[config.mk]
export PLATFORM = sky130hd
export DESIGN_NAME = ssid_ctrl
export DESIGN_NICKNAME = d
export VERILOG_FILES = /design/src/hw/rtl/ssid_pkg.sv /design/src/hw/rtl/ssid_ctrl.sv
export SDC_FILE = /design/constraint.sdc
export NUM_CORES = 1
export LEC_CHECK = 0
export BUFFER_PORTS_ARGS = -buffer_cell sky130_fd_sc_hd__buf_2
export CAP_MARGIN = 20
export CORE_MARGIN = 2
export CORE_UTILIZATION = 40
export DETAILED_ROUTE_END_ITERATION = 8
export PLACE_DENSITY = 0.82
export SYNTH_ARGS = -nofsm -noshare
export SYNTH_HDL_FRONTEND = slang
export SYNTH_SLANG_ARGS = --single-unit
[constraint.sdc]
create_clock -name clock -period 3.1 [get_ports clock]
set_input_delay 0.31 -clock clock [delete_from_list [all_inputs] [get_ports clock]]
set_output_delay 0.31 -clock clock [all_outputs]
set_load 0.01 [all_outputs]
[src/hw/rtl/ssid_pkg.sv]
`default_nettype none

package ssid_pkg;

   localparam int CAPACITY_DEFAULT = 64;

   localparam int VALUE_W    = 32;
   localparam int STATUS_W   = 3;
   localparam int POSITION_W = 6;
   localparam int COUNT_W    = 7;

   localparam logic OP_INSERT = 1'b0;
   localparam logic OP_DELETE = 1'b1;

   localparam logic [STATUS_W-1:0] ST_INSERTED  = 3'd0;
   localparam logic [STATUS_W-1:0] ST_DUPLICATE = 3'd1;
   localparam logic [STATUS_W-1:0] ST_DELETED   = 3'd2;
   localparam logic [STATUS_W-1:0] ST_NOT_FOUND = 3'd3;
   localparam logic [STATUS_W-1:0] ST_FULL      = 3'd4;

   typedef struct packed {
      logic                      op;
      logic signed [VALUE_W-1:0] value;
   } req_type;

   typedef struct packed {
      logic [STATUS_W-1:0]   status;
      logic [POSITION_W-1:0] position;
      logic [COUNT_W-1:0]    count;
   } rsp_type;

   // controller to datapath
   typedef struct packed {
      logic load;
      logic compare;
      logic step;
      logic insert;
      logic remove;
   } cmd_type;

   // datapath to controller
   typedef struct packed {
      logic search_last;
      logic hit;
      logic full;
   } flags_type;

endpackage

`default_nettype wire

[src/hw/rtl/ssid_ctrl.sv]
`default_nettype none

module ssid_ctrl
   import ssid_pkg::*;
#(
   parameter int CAPACITY = CAPACITY_DEFAULT
) (
   input  wire logic                          clock,
   input  wire logic                          reset,
   input  wire logic                          req_valid,
   input  wire logic                          req_op,
   output      logic                          req_stall,
   output      cmd_type                       cmd,
   input  wire flags_type                     flags,
   input  wire logic [$clog2(CAPACITY+1)-1:0] pos,
   input  wire logic [$clog2(CAPACITY+1)-1:0] count,
   output      logic                          rsp_valid,
   input  wire logic                          rsp_stall,
   output      rsp_type                       rsp_data
);

   localparam int CNT_W = $clog2(CAPACITY + 1);

   typedef enum logic [1:0] {
      S_IDLE,
      S_COMPARE,
      S_SEARCH,
      S_COMMIT
   } state_type;

   state_type           state_ff;
   state_type           state_in;
   logic                op_ff;
   logic                rsp_valid_ff;
   rsp_type             rsp_ff;

   logic                out_free;
   logic                commit;
   logic [STATUS_W-1:0] status;
   logic [CNT_W-1:0]    count_after;

   assign out_free = !rsp_valid_ff || !rsp_stall;
   assign commit   = (state_ff == S_COMMIT) && out_free;

   always_comb begin
      cmd.load    = (state_ff == S_IDLE) && req_valid;
      cmd.compare = state_ff == S_COMPARE;
      cmd.step    = state_ff == S_SEARCH;
      cmd.insert  = commit && (op_ff == OP_INSERT) && !flags.hit && !flags.full;
      cmd.remove  = commit && (op_ff == OP_DELETE) && flags.hit;
   end

   always_comb begin
      if (op_ff == OP_INSERT) begin
         if (flags.hit) begin
            status = ST_DUPLICATE;
         end else if (flags.full) begin
            status = ST_FULL;
         end else begin
            status = ST_INSERTED;
         end
      end else begin
         status = flags.hit ? ST_DELETED : ST_NOT_FOUND;
      end

      if (cmd.insert) begin
         count_after = count + CNT_W'(1);
      end else if (cmd.remove) begin
         count_after = count - CNT_W'(1);
      end else begin
         count_after = count;
      end
   end

   always_comb begin
      state_in = state_ff;
      unique case (state_ff)
         S_IDLE: begin
            if (req_valid) begin
               state_in = S_COMPARE;
            end
         end
         S_COMPARE: begin
            state_in = S_SEARCH;
         end
         S_SEARCH: begin
            if (flags.search_last) begin
               state_in = S_COMMIT;
            end
         end
         S_COMMIT: begin
            if (out_free) begin
               state_in = S_IDLE;
            end
         end
         default: begin
            state_in = S_IDLE;
         end
      endcase
   end

   always_ff @(posedge clock) begin
      if (reset) begin
         state_ff     <= S_IDLE;
         rsp_valid_ff <= 1'b0;
      end else begin
         state_ff <= state_in;
         if (cmd.load) begin
            op_ff <= req_op;
         end
         // hold the word until taken; load the next one on commit
         if (commit) begin
            rsp_valid_ff    <= 1'b1;
            rsp_ff.status   <= status;
            rsp_ff.position <= POSITION_W'(pos);
            rsp_ff.count    <= COUNT_W'(count_after);
         end else if (!rsp_stall) begin
            rsp_valid_ff <= 1'b0;
         end
      end
   end

   assign req_stall = state_ff != S_IDLE;
   assign rsp_valid = rsp_valid_ff;
   assign rsp_data  = rsp_ff;

endmodule

`default_nettype wire

Word level (Yosys, flattened, before mapping)
Index checks and enable logic that the tools add are counted.

storage, ports and cells
  register bits = 20
  latch bits = 0
  RAM bits = 0
  memory bits (read-only) = 0
  input bits = 22
  output and inout bits = 23
  logic and storage cells = 46
  memories = 0

cells by class
  add/sub/neg operators = 2
  $mul = 0
  div/mod/pow operators = 0
  order comparisons = 0
  equality and inequality tests = 7
  shift-type cells = 0
  multiplexer cells = 12
  bitwise logic cells = 2
  reduce and logical (&&, ||, !) cells = 17

operator list
  operator             count
  $mux 7               2
  $mux 3               3
  $pmux 2 s4           1
  $add 7x1->7 const B  1
  $logic_and 1x1->1    7
  $sub 7x1->7 const B  1
  $mux 2               3
  $eq 2x2->1 const B   2
  $logic_not 1->1      4
  $ne 2x1->1 const B   2
  $ne 2x2->1 const B   2
  $reduce_and 2->1     2
  $mux 1               3
  $reduce_and 3->1     1
  $eq 2x1->1 const B   1
  $logic_not 2->1      1
  $not 1->1            2
  $reduce_bool 2->1    1
  $logic_or 1x1->1     1

Depth between registers and ports, before layout
Gate-level depths: netlist (run 1).

  depth in word-level cells = 7
  mapped depth = 6
  depth with buffers taken out = 6

Worst setup path after synthesis (run 1)
Ideal clock, no wire load.

  kind = reg2reg
  start point = register state_ff[1]
  end point = register rsp_ff, in the netlist rsp_data[0], enable pin
  library setup time = 0.389 ns
  arrival time = 1.570 ns
  data required time = 2.711 ns
  setup slack = 1.141 ns
  stages on the path, launching flop included = 5
  buffers on the path = 1
  clock period less this slack = 1.959 ns
  path through = dfxtp_1 -> ha_1 -> a21bo_1 -> buf_6 -> nor2_1

between the ends
  cells in the longest elaborated chain, start to end = 3

ends and longest elaborated chain
  what                               line              source
  start, declared                    ssid_ctrl.sv:31   state_type state_ff;
  start signal, assigned             ssid_ctrl.sv:107  state_ff <= state_in;
  $eq 2x2->1                         ssid_ctrl.sv:43   assign commit = (state_ff == S_COMMIT) && out_free;
  $logic_and 1x1->1                  ssid_ctrl.sv:43
  $reduce_and 2->1 (no source line)  n/a
  end, declared                      ssid_ctrl.sv:35   rsp_type rsp_ff;

Every way passes these cells.
A chain may end at the register's enable or synchronous reset.

==> impl_results.md, run 1 <==
- Layout Nets: around 160
- Syn-to-layout area delta: 27.3%
- Total CTS buffers: 3
- Xor/xnor share of the synthesized area: 0.0521
- Final setup viols: 0
- Critical Path Max Stage Delay: 0.40 ns
- Syn avg cell area: 12.6 µm²
- Antenna-violating nets left: 0
- Post_cts resized: 0
- Worst-path fanout max: 8
- Share of cells above drive strength 1: 0.402
- Cells after Synth: 80
- Critical path's top delay family: flip-flops
- Initial antenna violation count: 0
- CTS tree: yes
- Tot GR Track Use: 0.138
- Synth Net Count: 109
- H-tree depth: 1
- Hold-fix buffers, CTS: 0
- Via count: 775
- Detailed-router iteration count before antenna repair: 4
- Crit path time final: between 2 and 2.5 ns
- Crit path buffers/inverters: 1
- Area fraction in compound gates after synthesis: 0.0856
- Clk_lat worst skew: 0.29 ns
- Hpwl dp: around 1600 µm
- Distinct cells, synth: 29
- Core area: 2430 µm²
- Crit Path Category: reg -> out
- Std cell rows: 18
- Die height: 54.2 µm
- Starting Density: 0.415
- # clock sinks: 20
- Transition time of the tightest slew-check pin: about 0.34 ns
- RSZ-0062 raised after global routing: false
- Total gr overflow: 0
- Design area: 1280 µm²
- Post-Route WL: 1880 µm
- Final worst slack: 1.08 ns
- Sum of negative setup slack: 0 ns
- Die Width: 54.2 µm
- Main combinational cell family by area after synthesis: simple AND/OR/NAND/NOR gates
- RePlAce Congestion: 0.757
- Number of port buffers: between 40 and 50
- Worst EP arrival: between 1.5 and 2 ns
- Global-route wire length before repair: 2890 µm
- Status: complete, no violations
- Yosys warning count: 0
- Clock Path Buffers: 2
- Setup slack, reg-to-reg: between 1 and 1.5 ns
- Final core utilization: 0.528
- Hold crit path type: in -> reg
- Iter 0 DRT Violations: 15
- Worst-path cell chain: ha_1 > a21bo_1 > nor2_1 > buf_2
- Die footprint: 2940 µm²
- CP max-delay cell: dfxtp_1
- Crit share post-route: 0.652
- Clk_skew: 0.00781 ns
- Worst-path clk slew: 0.11 ns
- Seq/Total Area, Yosys: 0.566
- Area post-placement: 1260 µm²
- Top_reg_cell synth: edfxtp_1
- Fmax: roughly 500 MHz
- WL/cell: about 12 µm
- Critical path required time: 2.79 ns
- Total power: 0.608 mW
- Area of the mapped netlist: approximately 1000 µm²
- Post-CTS Repair Setup Buffers: 0
- Simple-gate share of the synthesized area: 0.155
- Antenna Cells: 0
- Flops & latches, synth: 20
- Worst slew margin: 0.772
- Power Density: between 400 and 500 nW/µm²
- Static leakage: roughly 0.55 nW
- Slew Limit Fails: 0
- DRC Markers: 0
- Maxcap violations: 0
- Post-Synth Adder-Cell Area: 0.0868
- Vias per Instance: 4.94
- CTS root buf: clkbuf_4
- Largest net degree at the start of global routing: 17
- Post-synth ARST share: 0
- Post-synth EDFFs: 17
- Worst Setup End Kind: output port
- I/O pin count: 45
- CP startpoint kind: flip-flop
- Fin. Hold Viols: 0
- Number of fillers in the final layout: 211
- Dpl ws: 1.30 ns
- Post-synthesis mux area share: 0.00993
- VDD IR max: between 0.2 and 0.3 mV
- Vias in the first global route: 698
cell families (layout without fill, tap and decap cells):
family                   after synthesis  after routing
multiplexers                           1              1
buffers and inverters                 10             57
flip-flops                            20             20
XOR/XNOR                               6              6
AO/OA/AOI/OAI                         11             11
AND/OR/NAND/NOR                       25             25
adder cells (fa/ha/maj)                7              7
path summary, 6_finish.rpt:
check,startpoint,endpoint,cells after the start
hold / removal,req_op,op_ff$_DFFE_PP_,1
setup / recovery,state_ff[1]$_SDFFE_PP0P_,cmd[0],4
setup reg to reg,state_ff[1]$_SDFFE_PP0P_,rsp_data[3]$_DFFE_PP_,5
hold reg to reg,op_ff$_DFFE_PP_,rsp_data[14]$_SDFFCE_PP1P_,0
stage by stage:
stage	instances	hold slack [ns]
finish	157	0.186
global route	157	0.172
CTS	157	0.182
detailed placement	153	0.491
global placement	153	0.488
floorplan	80	0.382
registers in the layout, summed over array words and instances (netlist names):
register / flops
rsp_valid: 1
rsp_data: 16
op_ff: 1
state_ff: 2
per-layer routing:
metal / global-route usage / share of wire
met3: 0.0328 / 0.086
met2: 0.247 / 0.50
met5: 0 / 0
met1: 0.148 / 0.40
met4: 0.0750 / 0.015
cells in the mapped netlist, types with 2 or more instances:
cell	count	share of area
a21oi_1	2	0.0099
a22oi_1	2	0.015
and2_1	2	0.012
dfxtp_1	3	0.060
edfxtp_1	17	0.51
ha_1	7	0.087
inv_1	9	0.033
nand2_1	3	0.011
nor2_1	6	0.022
nor3_1	6	0.030
xnor2_1	5	0.043
report_power, final:
part / internal [mW] / total (mW) / switching [mW]
Combinational: 0.0690 / 0.158 / 0.0892
Sequential: 0.317 / 0.330 / 0.0129
Clock: 0.0468 / 0.120 / 0.0733
layout by cell type, fill, tap and decap left out, types with 2 or more instances in the layout:
| master | n |
|---|---|
| a21oi_1 | 2 |
| a22oi_1 | 2 |
| and2_1 | 2 |
| buf_2 | 43 |
| clkbuf_4 | 3 |
| dfxtp_1 | 3 |
| edfxtp_1 | 17 |
| ha_1 | 7 |
| inv_1 | 9 |
| nand2_1 | 3 |
| nor2_1 | 6 |
| nor3_1 | 6 |
| xnor2_1 | 5 |
cell type report:
type                       count  area (µm²)  share of cell area
sequential                    20         571               0.444
multi-input combinational     50         393               0.306
timing repair buffer          44         223               0.173
tap                           30        37.5              0.0292
inverter                       9        33.8              0.0263
clock buffer                   3        22.5              0.0175
clock inverter                 1        3.75             0.00292
No activity file was read; power rests on OpenSTA's default activity.
==> run 2, diff against run 1 <==
==> constraint.sdc (replaced) <==
create_clock -name clock -period 1.95 [get_ports clock]
set_input_delay 0.195 -clock clock [delete_from_list [all_inputs] [get_ports clock]]
set_output_delay 0.195 -clock clock [all_outputs]
set_load 0.01 [all_outputs]
==> run 2 against run 1 <==
Compared with the run above:
- wire length is 0.16% higher
- non-clock buffer count stayed put
- critical endpoint is now cmd[1]
- sequential share of layout area fell by 0.17 points
==> impl_results.md, run 2 (synthesis gave the netlist of run 1 again) <==
- Status: complete, no violations (unchanged)
- Iter 0 DRT Violations: 8 (was 15)
- Final setup viols: 0 (unchanged)
- Transition time of the tightest slew-check pin: 0.278 ns (was 0.341 ns)
- CTS tree: yes (unchanged)
- Clock Path Buffers: 2 (unchanged)
- I/O pin count: 45 (unchanged)
- Total CTS buffers: 3 (unchanged)
- Placed cells: 153 (unchanged)
- Worst EP arrival: 1.59 ns (was 1.71 ns)
- DRC Markers: 0 (unchanged)
- Clk_skew: 0.0111 ns (was 0.00781 ns)
- Starting Density: 0.415 (unchanged)
- Hold-fix buffers, CTS: 0 (unchanged)
- Tot GR Track Use: 0.125 (was 0.138)
- Number of fillers in the final layout: 232 (was 211)
- Die height: 54.2 µm (unchanged)
- Static leakage: 0.552 nW (was 0.553 nW)
- RSZ-0062 raised after global routing: false (unchanged)
- Non-Filler Instances: 157 (unchanged)
- WL/cell: 12.0 µm (about the same)
- Worst slew margin: 0.813 (was 0.772)
- Core area: 2430 µm² (unchanged)
- Sum of negative setup slack: 0 ns (unchanged)
- Clk_lat worst skew: 0.30 ns (was 0.29 ns)
- Total gr overflow: 0 (unchanged)
- Hpwl dp: 1590 µm (was 1570 µm)
- Layout Nets: 157 (unchanged)
- Worst-path cell chain: ha_1 > a21bo_2 > nor2_4 > buf_2 (was ha_1 > a21bo_1 > nor2_1 > buf_2)
- Maxcap violations: 0 (unchanged)
- Setup slack, reg-to-reg: 0.21 ns (was 1.29 ns)
- # clock sinks: 20 (unchanged)
- Commonest cells after routing, fill and taps aside: buf_2, edfxtp_1, inv_1 (unchanged)
- Die footprint: 2940 µm² (unchanged)
- Largest net degree at the start of global routing: 17 (unchanged)
- Critical Path Max Stage Delay: 0.39 ns (was 0.40 ns)
- Share of cells above drive strength 1: 0.425 (was 0.402)
- Critical path's top delay family: flip-flops (unchanged)
- Max FFs per register: 16 (unchanged)
- Power Density: 755 nW/µm² (was 474 nW/µm²)
- Crit Path Category: reg -> out (unchanged)
- Slew Limit Fails: 0 (unchanged)
- Worst Setup End Kind: output port (unchanged)
- Fin. Hold Viols: 0 (unchanged)
- CP max-delay cell: dfxtp_1 (unchanged)
- Die Width: 54.2 µm (unchanged)
- Syn-to-layout area delta: 27.8% (was 27.3%)
- Global-route wire length before repair: 2600 µm (was 2890 µm)
- Fmax: ~560 MHz
- H-tree depth: 1 (unchanged)
- Vias in the first global route: 671 (was 698)
- Crit path buffers/inverters: 1 (unchanged)
- Worst-path clk slew: 0.11 ns (about the same)
- Detailed-router iteration count before antenna repair: 4 (unchanged)
- Number of port buffers: 43 (unchanged)
- Worst-path fanout max: 8 (unchanged)
- Post-Route WL: 1880 µm (about the same)
- Crit share post-route: 0.914
- Hold crit path type: in -> reg (unchanged)
- VDD IR max: 0.525 mV (was 0.265 mV)
- Crit path time final: about 1.8 ns
- Final core utilization: 0.530 (was 0.528)
- Critical path required time: 1.75 ns (was 2.79 ns)
- Std cell rows: 18 (unchanged)
- RePlAce Congestion: 0.806 (was 0.757)
- Antenna-violating nets left: 0 (unchanged)
- Vias per Instance: 4.85 (was 4.94)
- CP startpoint kind: flip-flop (unchanged)
- Via count: 761 (was 775)
- Antenna Cells: 0 (unchanged)
- CTS root buf: clkbuf_4 (unchanged)
- Most common cell after layout, fill and taps aside: buf_2 (unchanged)
- Initial antenna violation count: 0 (unchanged)
run 2: cell types whose count changed in the layout (fill, tap and decap cells not counted), sizes merged:
| cell | delta |
|---|---|
| clkbuf | +1 |
| clkinv | -1 |
run 2: path summary, 6_finish.rpt:
path                             from                    endpoint  cells after the start
min                            pos[3]      rsp_data[10]$_DFFE_PP_                      1
max reg2reg  state_ff[1]$_SDFFE_PP0P_       rsp_data[3]$_DFFE_PP_                      5
max          state_ff[1]$_SDFFE_PP0P_                      cmd[1]                      4
min reg2reg           op_ff$_DFFE_PP_  rsp_data[14]$_SDFFCE_PP1P_                      0
run 2: layout make-up:
type / instances / area (µm²) / area share
Multi-Input combinational cell: 50 / 398 / 0.309
Inverter: 9 / 33.8 / 0.0262
Timing Repair Buffer: 44 / 223 / 0.173
Tap cell: 30 / 37.5 / 0.0291
Clock buffer: 4 / 26.3 / 0.0204
Sequential cell: 20 / 571 / 0.443
run 2: stage by stage:
step / total power, mW / hold slack [ns] / setup WS (ns) / instance area (µm²)
final: 0.973 / 0.0649 / 0.169 / 1290
after global placement: 0.772 / 0.376 / 0.242 / 1260
after CTS: 0.985 / 0.0586 / 0.0867 / 1290
after floorplan: 0.693 / 0.267 / 0.259 / 1010
after detailed placement: 0.791 / 0.376 / 0.213 / 1260
after global routing: 1.03 / 0.0417 / 0.0482 / 1290
run 2: timing repair:
item	4_1_cts	5_1_grt
gates resized for setup	0	2
setup buffers	0	0
setup endpoints to repair	0	2
run 2: power breakdown:
| group | internal [mW] | switching, mW |
|---|---|---|
| combinational | 0.110 | 0.143 |
| sequential | 0.505 | 0.0201 |
| clock | 0.0796 | 0.116 |
run 2: worst reg2reg max path: cells and delay by family (launching register included):
family,cells,cell delay (ns)
adders and majority gates,1,0.20
and+or+nand+nor,1,0.30
xor gates and xnor gates,1,0.14
DFF,1,0.39
AOI/OAI and AO/OA,2,0.47
run 2: metal layers:
layer	share of wire	global-route usage
met1	0.38	0.122
met2	0.53	0.235
met3	0.080	0.0437
met4	0.0090	0.0542
met5	0	0
